==> src/hdl/pn_pkg.sv <==
// Package with the shared constants, codes and types of the path normaliser.
`default_nettype none
package pn_pkg;

    localparam int PATH_DEPTH     = 64;
    localparam int MAX_COMPONENTS = 32;
    localparam int PATH_AW        = $clog2(PATH_DEPTH);
    localparam int LEN_W          = $clog2(PATH_DEPTH + 1);
    localparam int COMP_AW        = $clog2(MAX_COMPONENTS);
    localparam int COUNT_W        = $clog2(MAX_COMPONENTS + 1);
    localparam int QUEUE_DEPTH    = 4;
    localparam int QUEUE_AW       = $clog2(QUEUE_DEPTH);
    localparam int QUEUE_CW       = $clog2(QUEUE_DEPTH + 1);

    localparam logic [7:0] SLASH = 8'h2F;
    localparam logic [7:0] DOT   = 8'h2E;

    localparam logic [1:0] FUNC_CHAR  = 2'd0;
    localparam logic [1:0] FUNC_END   = 2'd1;
    localparam logic [1:0] FUNC_PRINT = 2'd2;

    typedef enum logic [1:0] {
        OP_CHAR,
        OP_END,
        OP_PRINT
    } op_t;

    typedef struct packed {
        op_t        op;
        logic [7:0] ch;
        logic       is_slash;
        logic       is_dot;
    } cmd_t;

    typedef enum logic [2:0] {
        ST_IDLE,
        ST_NAME_PUT,
        ST_POP_DIR,
        ST_PRINT_RD,
        ST_PRINT_OUT
    } state_t;

endpackage
`default_nettype wire

==> src/hdl/pn_front.sv <==
// Front end: decodes incoming requests into queued commands.
`default_nettype none
module pn_front (
    input  wire logic        [1:0] func,
    input  wire logic        [7:0] in_char,
    input  wire logic              in_fire,
    output logic                   push,
    output pn_pkg::cmd_t           cmd
);
    import pn_pkg::*;

    always_comb begin
        cmd.ch       = in_char;
        cmd.is_slash = (in_char == SLASH);
        cmd.is_dot   = (in_char == DOT);
        cmd.op       = OP_CHAR;
        push         = 1'b0;
        unique case (func)
            FUNC_CHAR: begin
                cmd.op = OP_CHAR;
                push   = in_fire;
            end
            FUNC_END: begin
                cmd.op = OP_END;
                push   = in_fire;
            end
            FUNC_PRINT: begin
                cmd.op = OP_PRINT;
                push   = in_fire;
            end
            default: begin
                push = 1'b0;
            end
        endcase
    end

endmodule
`default_nettype wire

==> src/hdl/pn_queue.sv <==
// Small command queue between the front end and the back end.
`default_nettype none
module pn_queue (
    input  wire logic         aclk,
    input  wire logic         aresetn,
    input  wire logic         push,
    input  wire pn_pkg::cmd_t push_cmd,
    output logic              full,
    input  wire logic         pop,
    output pn_pkg::cmd_t      pop_cmd,
    output logic              empty
);
    import pn_pkg::*;

    cmd_t                slot_reg [QUEUE_DEPTH];
    logic [QUEUE_AW-1:0] wr_ptr_reg, wr_ptr_next;
    logic [QUEUE_AW-1:0] rd_ptr_reg, rd_ptr_next;
    logic [QUEUE_CW-1:0] fill_reg, fill_next;
    logic                do_push, do_pop;

    assign full    = (fill_reg == QUEUE_CW'(QUEUE_DEPTH));
    assign empty   = (fill_reg == '0);
    assign pop_cmd = slot_reg[rd_ptr_reg];
    assign do_push = push && !full;
    assign do_pop  = pop && !empty;

    always_comb begin
        wr_ptr_next = wr_ptr_reg;
        rd_ptr_next = rd_ptr_reg;
        fill_next   = fill_reg;
        if (do_push) begin
            wr_ptr_next = wr_ptr_reg + QUEUE_AW'(1);
        end
        if (do_pop) begin
            rd_ptr_next = rd_ptr_reg + QUEUE_AW'(1);
        end
        if (do_push && !do_pop) begin
            fill_next = fill_reg + QUEUE_CW'(1);
        end else if (!do_push && do_pop) begin
            fill_next = fill_reg - QUEUE_CW'(1);
        end
    end

    always_ff @(posedge aclk) begin
        if (!aresetn) begin
            wr_ptr_reg <= '0;
            rd_ptr_reg <= '0;
            fill_reg   <= '0;
        end else begin
            wr_ptr_reg <= wr_ptr_next;
            rd_ptr_reg <= rd_ptr_next;
            fill_reg   <= fill_next;
        end
    end

    always_ff @(posedge aclk) begin
        if (do_push) begin
            slot_reg[wr_ptr_reg] <= push_cmd;
        end
    end

endmodule
`default_nettype wire

==> src/hdl/pn_back.sv <==
// Back end: applies queued commands to the stored path and streams it out.
`default_nettype none
module pn_back (
    input  wire logic         aclk,
    input  wire logic         aresetn,
    input  wire pn_pkg::cmd_t cmd,
    input  wire logic         cmd_empty,
    output logic              cmd_pop,
    output logic              m_valid,
    input  wire logic         m_ready,
    output logic        [7:0] m_char,
    output logic              m_last,
    output logic              m_ovf
);
    import pn_pkg::*;

    logic [7:0]         path_mem   [PATH_DEPTH];
    logic [PATH_AW-1:0] starts_mem [MAX_COMPONENTS];

    state_t             state_reg, state_next;
    logic [LEN_W-1:0]   len_reg, len_next;
    logic [COUNT_W-1:0] count_reg, count_next;
    logic [1:0]         dot_run_reg, dot_run_next;
    logic [1:0]         dots_left_reg, dots_left_next;
    logic               at_start_reg, at_start_next;
    logic               has_name_reg, has_name_next;
    logic               dropped_reg, dropped_next;
    logic               ovf_reg, ovf_next;
    logic [7:0]         hold_char_reg, hold_char_next;
    logic [PATH_AW-1:0] idx_reg, idx_next;
    logic [7:0]         out_char_reg;
    logic               out_last_reg;
    logic [PATH_AW-1:0] starts_rd_reg;

    logic               path_we;
    logic [7:0]         path_wdata;
    logic               starts_we;
    logic               put_req;
    logic [7:0]         put_data;
    logic               close_req;
    logic [COMP_AW-1:0] starts_raddr;
    logic [COUNT_W-1:0] count_dec;

    assign count_dec    = count_reg - COUNT_W'(1);
    assign starts_raddr = count_dec[COMP_AW-1:0];
    assign m_valid      = (state_reg == ST_PRINT_OUT);
    assign m_char       = out_char_reg;
    assign m_last       = out_last_reg;
    assign m_ovf        = ovf_reg;

    always_comb begin
        state_next     = state_reg;
        len_next       = len_reg;
        count_next     = count_reg;
        dot_run_next   = dot_run_reg;
        dots_left_next = dots_left_reg;
        at_start_next  = at_start_reg;
        has_name_next  = has_name_reg;
        dropped_next   = dropped_reg;
        ovf_next       = ovf_reg;
        hold_char_next = hold_char_reg;
        idx_next       = idx_reg;
        cmd_pop        = 1'b0;
        path_we        = 1'b0;
        path_wdata     = SLASH;
        starts_we      = 1'b0;
        put_req        = 1'b0;
        put_data       = hold_char_reg;
        close_req      = 1'b0;

        unique case (state_reg)
            ST_IDLE: begin
                if (!cmd_empty) begin
                    cmd_pop = 1'b1;
                    unique case (cmd.op)
                        OP_CHAR: begin
                            at_start_next = 1'b0;
                            if (at_start_reg && cmd.is_slash) begin
                                len_next      = LEN_W'(1);
                                count_next    = '0;
                                dot_run_next  = '0;
                                has_name_next = 1'b0;
                                dropped_next  = 1'b0;
                            end else if (cmd.is_slash) begin
                                close_req = 1'b1;
                            end else if (cmd.is_dot && !has_name_reg &&
                                         dot_run_reg < 2'd2) begin
                                dot_run_next = dot_run_reg + 2'd1;
                            end else if (!has_name_reg) begin
                                has_name_next = 1'b1;
                                if (count_reg >= COUNT_W'(MAX_COMPONENTS) ||
                                    len_reg > LEN_W'(PATH_DEPTH - 2)) begin
                                    dropped_next = 1'b1;
                                    ovf_next     = 1'b1;
                                end else begin
                                    starts_we  = 1'b1;
                                    count_next = count_reg + COUNT_W'(1);
                                end
                                dots_left_next = dot_run_reg;
                                dot_run_next   = '0;
                                hold_char_next = cmd.ch;
                                state_next     = ST_NAME_PUT;
                            end else begin
                                put_req  = 1'b1;
                                put_data = cmd.ch;
                            end
                        end
                        OP_END: begin
                            close_req     = 1'b1;
                            at_start_next = 1'b1;
                        end
                        OP_PRINT: begin
                            idx_next   = '0;
                            state_next = ST_PRINT_RD;
                        end
                        default: begin
                            state_next = ST_IDLE;
                        end
                    endcase
                end
            end
            ST_NAME_PUT: begin
                put_req = 1'b1;
                if (dots_left_reg != 2'd0) begin
                    put_data       = DOT;
                    dots_left_next = dots_left_reg - 2'd1;
                end else begin
                    put_data   = hold_char_reg;
                    state_next = ST_IDLE;
                end
            end
            ST_POP_DIR: begin
                count_next = count_dec;
                if (starts_rd_reg == '0) begin
                    len_next = LEN_W'(1);
                end else begin
                    len_next = LEN_W'(starts_rd_reg);
                end
                state_next = ST_IDLE;
            end
            ST_PRINT_RD: begin
                state_next = ST_PRINT_OUT;
            end
            ST_PRINT_OUT: begin
                if (m_ready) begin
                    if (out_last_reg) begin
                        state_next = ST_IDLE;
                    end else begin
                        idx_next   = idx_reg + PATH_AW'(1);
                        state_next = ST_PRINT_RD;
                    end
                end
            end
            default: begin
                state_next = ST_IDLE;
            end
        endcase

        // A segment closes: a name gets its trailing slash, a ".." climbs one level.
        if (close_req) begin
            if (has_name_reg) begin
                if (!dropped_reg && len_reg < LEN_W'(PATH_DEPTH)) begin
                    path_we    = 1'b1;
                    path_wdata = SLASH;
                    len_next   = len_reg + LEN_W'(1);
                end
            end else if (dot_run_reg == 2'd2 && count_reg != '0) begin
                state_next = ST_POP_DIR;
            end
            dot_run_next  = '0;
            has_name_next = 1'b0;
            dropped_next  = 1'b0;
        end

        if (put_req && !dropped_reg) begin
            if (len_reg < LEN_W'(PATH_DEPTH - 1)) begin
                path_we    = 1'b1;
                path_wdata = put_data;
                len_next   = len_reg + LEN_W'(1);
            end else begin
                ovf_next = 1'b1;
            end
        end
    end

    always_ff @(posedge aclk) begin
        if (!aresetn) begin
            state_reg     <= ST_IDLE;
            len_reg       <= LEN_W'(1);
            count_reg     <= '0;
            dot_run_reg   <= '0;
            dots_left_reg <= '0;
            at_start_reg  <= 1'b1;
            has_name_reg  <= 1'b0;
            dropped_reg   <= 1'b0;
            ovf_reg       <= 1'b0;
            idx_reg       <= '0;
        end else begin
            state_reg     <= state_next;
            len_reg       <= len_next;
            count_reg     <= count_next;
            dot_run_reg   <= dot_run_next;
            dots_left_reg <= dots_left_next;
            at_start_reg  <= at_start_next;
            has_name_reg  <= has_name_next;
            dropped_reg   <= dropped_next;
            ovf_reg       <= ovf_next;
            idx_reg       <= idx_next;
        end
    end

    always_ff @(posedge aclk) begin
        hold_char_reg <= hold_char_next;
    end

    // Entry zero is never written; a read of index zero returns the root slash instead.
    always_ff @(posedge aclk) begin
        if (path_we) begin
            path_mem[len_reg[PATH_AW-1:0]] <= path_wdata;
        end
        if (state_reg == ST_PRINT_RD) begin
            out_char_reg <= (idx_reg == '0) ? SLASH : path_mem[idx_reg];
            out_last_reg <= ((LEN_W'(idx_reg) + LEN_W'(1)) == len_reg);
        end
    end

    always_ff @(posedge aclk) begin
        if (starts_we) begin
            starts_mem[count_reg[COMP_AW-1:0]] <= len_reg[PATH_AW-1:0];
        end
        starts_rd_reg <= starts_mem[starts_raddr];
    end

endmodule
`default_nettype wire

==> src/hdl/path_normalizer.sv <==
// Path normaliser: keeps a current directory and applies change-directory requests.
//
// Input channel s_*: one request per handshake, func on s_tuser and the argument byte
// on s_tdata. func 0 carries one argument byte, func 1 closes a change-directory
// argument, func 2 asks for the path to be printed; func 3 is accepted and ignored.
// Only print requests produce output.
// Output channel m_*: one path byte per handshake, m_tlast on the final byte and
// m_tuser carrying the sticky overflow flag.
// Requests enter a four-deep queue, so s_tready stays high while the queue has room,
// also while a printed byte waits on a stalled receiver.
// The back end takes one queued request per cycle when it is idle. A byte that opens
// a name is written in ST_NAME_PUT after each leading dot it carries (up to two); a
// ".." closing passes through ST_POP_DIR, as it reads the component start table. A
// print reads each path byte in ST_PRINT_RD by the registered read of the path memory
// and presents it from the output register in ST_PRINT_OUT. When the receiver stalls,
// the byte is held in the output register and the back end waits; the queue keeps
// accepting until full.
// After reset the path is "/", the overflow flag is clear and no output is pending.
// No memory clearing pass is needed.
`default_nettype none
module path_normalizer (
    input  wire logic        aclk,
    input  wire logic        aresetn,
    input  wire logic        s_tvalid,
    output logic             s_tready,
    input  wire logic [7:0]  s_tdata,   // in_char [7:0]
    input  wire logic [1:0]  s_tuser,   // func [1:0]
    output logic             m_tvalid,
    input  wire logic        m_tready,
    output logic      [7:0]  m_tdata,   // out_char [7:0]
    output logic             m_tlast,
    output logic      [0:0]  m_tuser    // overflow [0]
);
    import pn_pkg::*;

    cmd_t push_cmd, pop_cmd;
    logic push, full, pop, empty;
    logic ovf;

    assign s_tready = !full;
    assign m_tuser  = ovf;

    pn_front u_front (
        .func    (s_tuser),
        .in_char (s_tdata),
        .in_fire (s_tvalid && s_tready),
        .push    (push),
        .cmd     (push_cmd)
    );

    pn_queue u_queue (
        .aclk     (aclk),
        .aresetn  (aresetn),
        .push     (push),
        .push_cmd (push_cmd),
        .full     (full),
        .pop      (pop),
        .pop_cmd  (pop_cmd),
        .empty    (empty)
    );

    pn_back u_back (
        .aclk      (aclk),
        .aresetn   (aresetn),
        .cmd       (pop_cmd),
        .cmd_empty (empty),
        .cmd_pop   (pop),
        .m_valid   (m_tvalid),
        .m_ready   (m_tready),
        .m_char    (m_tdata),
        .m_last    (m_tlast),
        .m_ovf     (ovf)
    );

endmodule
`default_nettype wire

==> config.mk <==
export PLATFORM = sky130hd
export DESIGN_NAME = path_normalizer
export DESIGN_NICKNAME = d
export VERILOG_FILES = /design/src/hdl/pn_pkg.sv /design/src/hdl/pn_front.sv /design/src/hdl/pn_queue.sv /design/src/hdl/pn_back.sv /design/src/hdl/path_normalizer.sv
export SDC_FILE = /design/constraint.sdc
export NUM_CORES = 1
export LEC_CHECK = 0
export CAP_MARGIN = 10
export CORE_MARGIN = 1
export CORE_UTILIZATION = 57
export DETAILED_ROUTE_END_ITERATION = 6
export DONT_BUFFER_PORTS = 1
export PLACE_DENSITY = 0.75
export SETUP_SLACK_MARGIN = 0.1
export SYNTH_ARGS = -nofsm -noshare
export SYNTH_HDL_FRONTEND = slang
export SYNTH_SLANG_ARGS = --single-unit
==> constraint.sdc <==
create_clock -name aclk -period 4.2 [get_ports aclk]
set_clock_uncertainty 0.05 [all_clocks]
set_input_delay 1.26 -clock aclk [delete_from_list [all_inputs] [get_ports aclk]]
set_output_delay 1.26 -clock aclk [all_outputs]
set_load 0.1 [all_outputs]
==> impl_metrics.py <==
metrics = {
    "clock_network": {
        "root_buffer": "clkbuf_16",
        "clock_latency_ps": 620,
        "numCtsBuffers": 80,
        "h-tree-depth": 3,
        "path_clk_slew_ps": 60,
        "clock-sinks": 814,
        "clockBufferDepth": 3,
        "postCtsSetupBuffers": 0,
        "cts_tree": "yes",
        "cts-resized-gates": 0,
        "postCtsHoldBufs": 0,
    },
    "logic_synthesis": {
        "ys_top_cells_by_count": "edfxtp_1 (769), mux4_2 (177), nor2_1 (153), mux2i_1 (74), nand2_1 (63)",
        "ys_seq_area_share_pct": 73.9,
        "synth_top_flop_cell": "edfxtp_1",
        "yosysMostFrequentCell": "edfxtp_1",
        "synthCells": 1737,
        "yosys-top-cells-area": "edfxtp_1 (71%), mux4_2 (12%), dfxtp_1 (2.8%), mux2i_1 (2.3%), nor2_1 (1.8%)",
        "ys_async_sr_fraction_pct": 0,
        "synth_warnings": 0,
        "yosys.area_share.simple_pct": 4.84,
        "syn-num-nets": 1766,
        "synth_top_area_share_pct": 71.1,
        "synthDistinctLibCells": 63,
        "synth_top_family_by_area": "multiplexers",
        "ys_seq_elements": 814,
        "synth_fa_ha_area_share_pct": 0.601,
        "avgSynthCellArea_um2": 18.7,
        "synth_edf_count": 769,
        "synthXorXnorAreaFrac_pct": 0.431,
        "synth_area_leader_cell": "edfxtp_1",
        "syn_area_um2": 32500,
        "synth.area.mux_share_pct": 14.8,
        "synth_compound_area_share_pct": 3.94,
    },
    "placement": {
        "gp_congestion": 0.878,
        "dp_hpwl_mm": 44.9,
        "port_buffers": 0,
        "dpl-instance-area_um2": 33600,
        "dpl.cell_count": 2450,
    },
    "critical_path": {
        "r2r_end": "u_back.path_mem[37][7]",
        "r2r_cells": 6,
        "cp-start-kind": "register",
        "regToRegSetupSlack_ps": 410,
        "crit_type": "register to register",
        "max_stage_delay_ps": 760,
        "slowest_stage": "nor2_1",
        "worst_ep_required_time_ps": 4400,
        "critical_path_arrival_ps": 4000,
        "worstPathCellList": "mux4_2 -> nor4_2 -> o221ai_2 -> a21oi_2 -> nand3_1 -> nor2_1",
        "cp-end-kind": "register",
        "worstPathMaxFanout": 10,
    },
    "power": {
        "total_power_mw": 20.0,
        "peakVddDrop_v": 0.000595,
        "power.leakage_nw": 11.1,
        "power_density_nw_per_um2": 552,
    },
    "die": {
        "ioPinCount": 26,
        "die_h_um": 241,
        "start_util_pct": 57.6,
        "core_um2": 56400,
        "dieArea_um2": 57900,
        "die_x_um": 241,
        "rows": 87,
    },
    "detailed_routing": {
        "drt-total-wl_mm": 72.1,
        "via_per_inst": 6.48,
        "final_antenna_net_count": 0,
        "routed-via-count": 16798,
        "met1Wirelength_mm": 29.1,
        "drtPass1Iterations": 7,
        "dr_wl_met2_mm": 33.2,
        "top_layer_used": "met4",
        "route.met3.wl_mm": 7.62,
        "wl_per_cell_um": 27.8,
        "drt_iter0_drc": 1742,
        "drcViolationCount": 2,
    },
    "hold_path": {
        "hold_depth": 2,
        "min_to": "u_queue.fill_reg[2]",
        "hold_class": "register to register",
        "hold_start": "u_queue.fill_reg[2]",
    },
    "sta": {
        "setup_viol": 0,
        "maxSlewViolCount": 0,
        "max_clock_freq_ghz": 0.264,
        "slew_headroom_pct": 29.6,
        "rsz0062_at_grt": "no",
        "period_needed_ps": 3790,
        "fin_crit_sh_pct": 90.3,
        "hold_viol": 0,
        "setup_tns_ps": 0,
        "tightest_slew_ps": 1050,
    },
    "final_layout": {
        "final_area_um2": 36200,
        "largest_reg_flops": 512,
        "nets": 1805,
        "fin_cells": 2594,
        "fin_util_pct": 64.1,
        "num_antenna_cells": 0,
        "multi_input_area_um2": 8060,
        "drive_gt1_share_pct": 21.0,
        "fillers": 3747,
        "seq_area_um2": 24000,
        "area_growth_pct": 11.4,
    },
    "global_route": {
        "globalRouteOverflowTotal": 0,
        "grt_pass1_wl_mm": 108,
        "antenna_found_initial": 0,
        "first_global_vias": 16792,
        "grt_use_total_pct": 25.7,
        "grt_max_degree": 65,
    },
    "flow_run": {
        "cap_viol_max_count": 0,
    },
    "status": {
        "outcome": "finished, violations left",
        "violations": "design-rule violations",
    },
}
==> report_power, final <==
group | internal (mW) | switching, mW | total [mW]
registers | 9.45 | 0.183 | 9.64
logic | 1.29 | 1.98 | 3.28
clock network | 4.07 | 2.99 | 7.06
total | 14.8 | 5.15 | 20.0
==> critical path: cells and delay by family (launching register included) <==
family / cells / cell delay [ps]
compound gates: 2 / 700
flops: 1 / 550
mux: 1 / 430
simple gates: 3 / 1680
==> through the flow <==
| step | hold slack (ps) | worst slack (ps) |
|---|---|---|
| 6_report | 460 | 407 |
| 5_1_grt | 500 | 139 |
| 4_1_cts | 467 | 433 |
| 3_5_place_dp | 461 | 467 |
| 3_3_place_gp | 434 | 521 |
| 2_1_floorplan | 399 | 417 |
==> layout make-up <==
cell class	count	share of cell area, %
clock buffer	107	5.98
inverter	18	0.187
sequential	814	66.4
clock inverter	37	1.13
tap	756	2.62
multi-input combinational	810	22.3
timing repair buffer	52	1.43
==> how the worst max path moves through the flow <==
stage                                  end  cells past startpoint
finish              u_back.path_mem[37][7]                      6
global route        u_back.path_mem[21][7]                      6
floorplan            u_back.path_mem[0][4]                      6
CTS                 u_back.path_mem[37][6]                      6
detailed placement  u_back.path_mem[37][6]                      6
global placement     u_back.path_mem[5][6]                      6
==> logic make-up after synthesis <==
| logic type | after synthesis |
|---|---|
| fa+ha+maj | 15 |
| simple gates | 336 |
| flops | 814 |
| mux | 259 |
| compound gates | 184 |
| buf+inv | 113 |
| xor+xnor | 16 |
==> layout by cell type, fill, tap and decap left out, drive strengths merged, types with 8 or more instances in the layout <==
cell      n
nor2b    12
or3      11
and2      8
clkinv   22
xnor2     9
nand3b    8
a31oi     8
o21ai    24
dfxtp    45
a21oi    46
mux2i    74
mux2      8
ha       14
nand2b   12
o221ai   33
nor3     18
o22ai    21
nand2    63
buf      52
mux4    177
nand3    20
nor2    153
inv      20
clkbuf  107
edfxtp  769
==> routing by layer <==
metal | GRT usage [%] | vias up
li1 | - | 7127
met5 | 0 | -
met3 | 6.82 | 155
met4 | 8.99 | 0
met1 | 37.1 | 8594
met2 | 38.4 | 922
(Power assumes the default switching activity.)
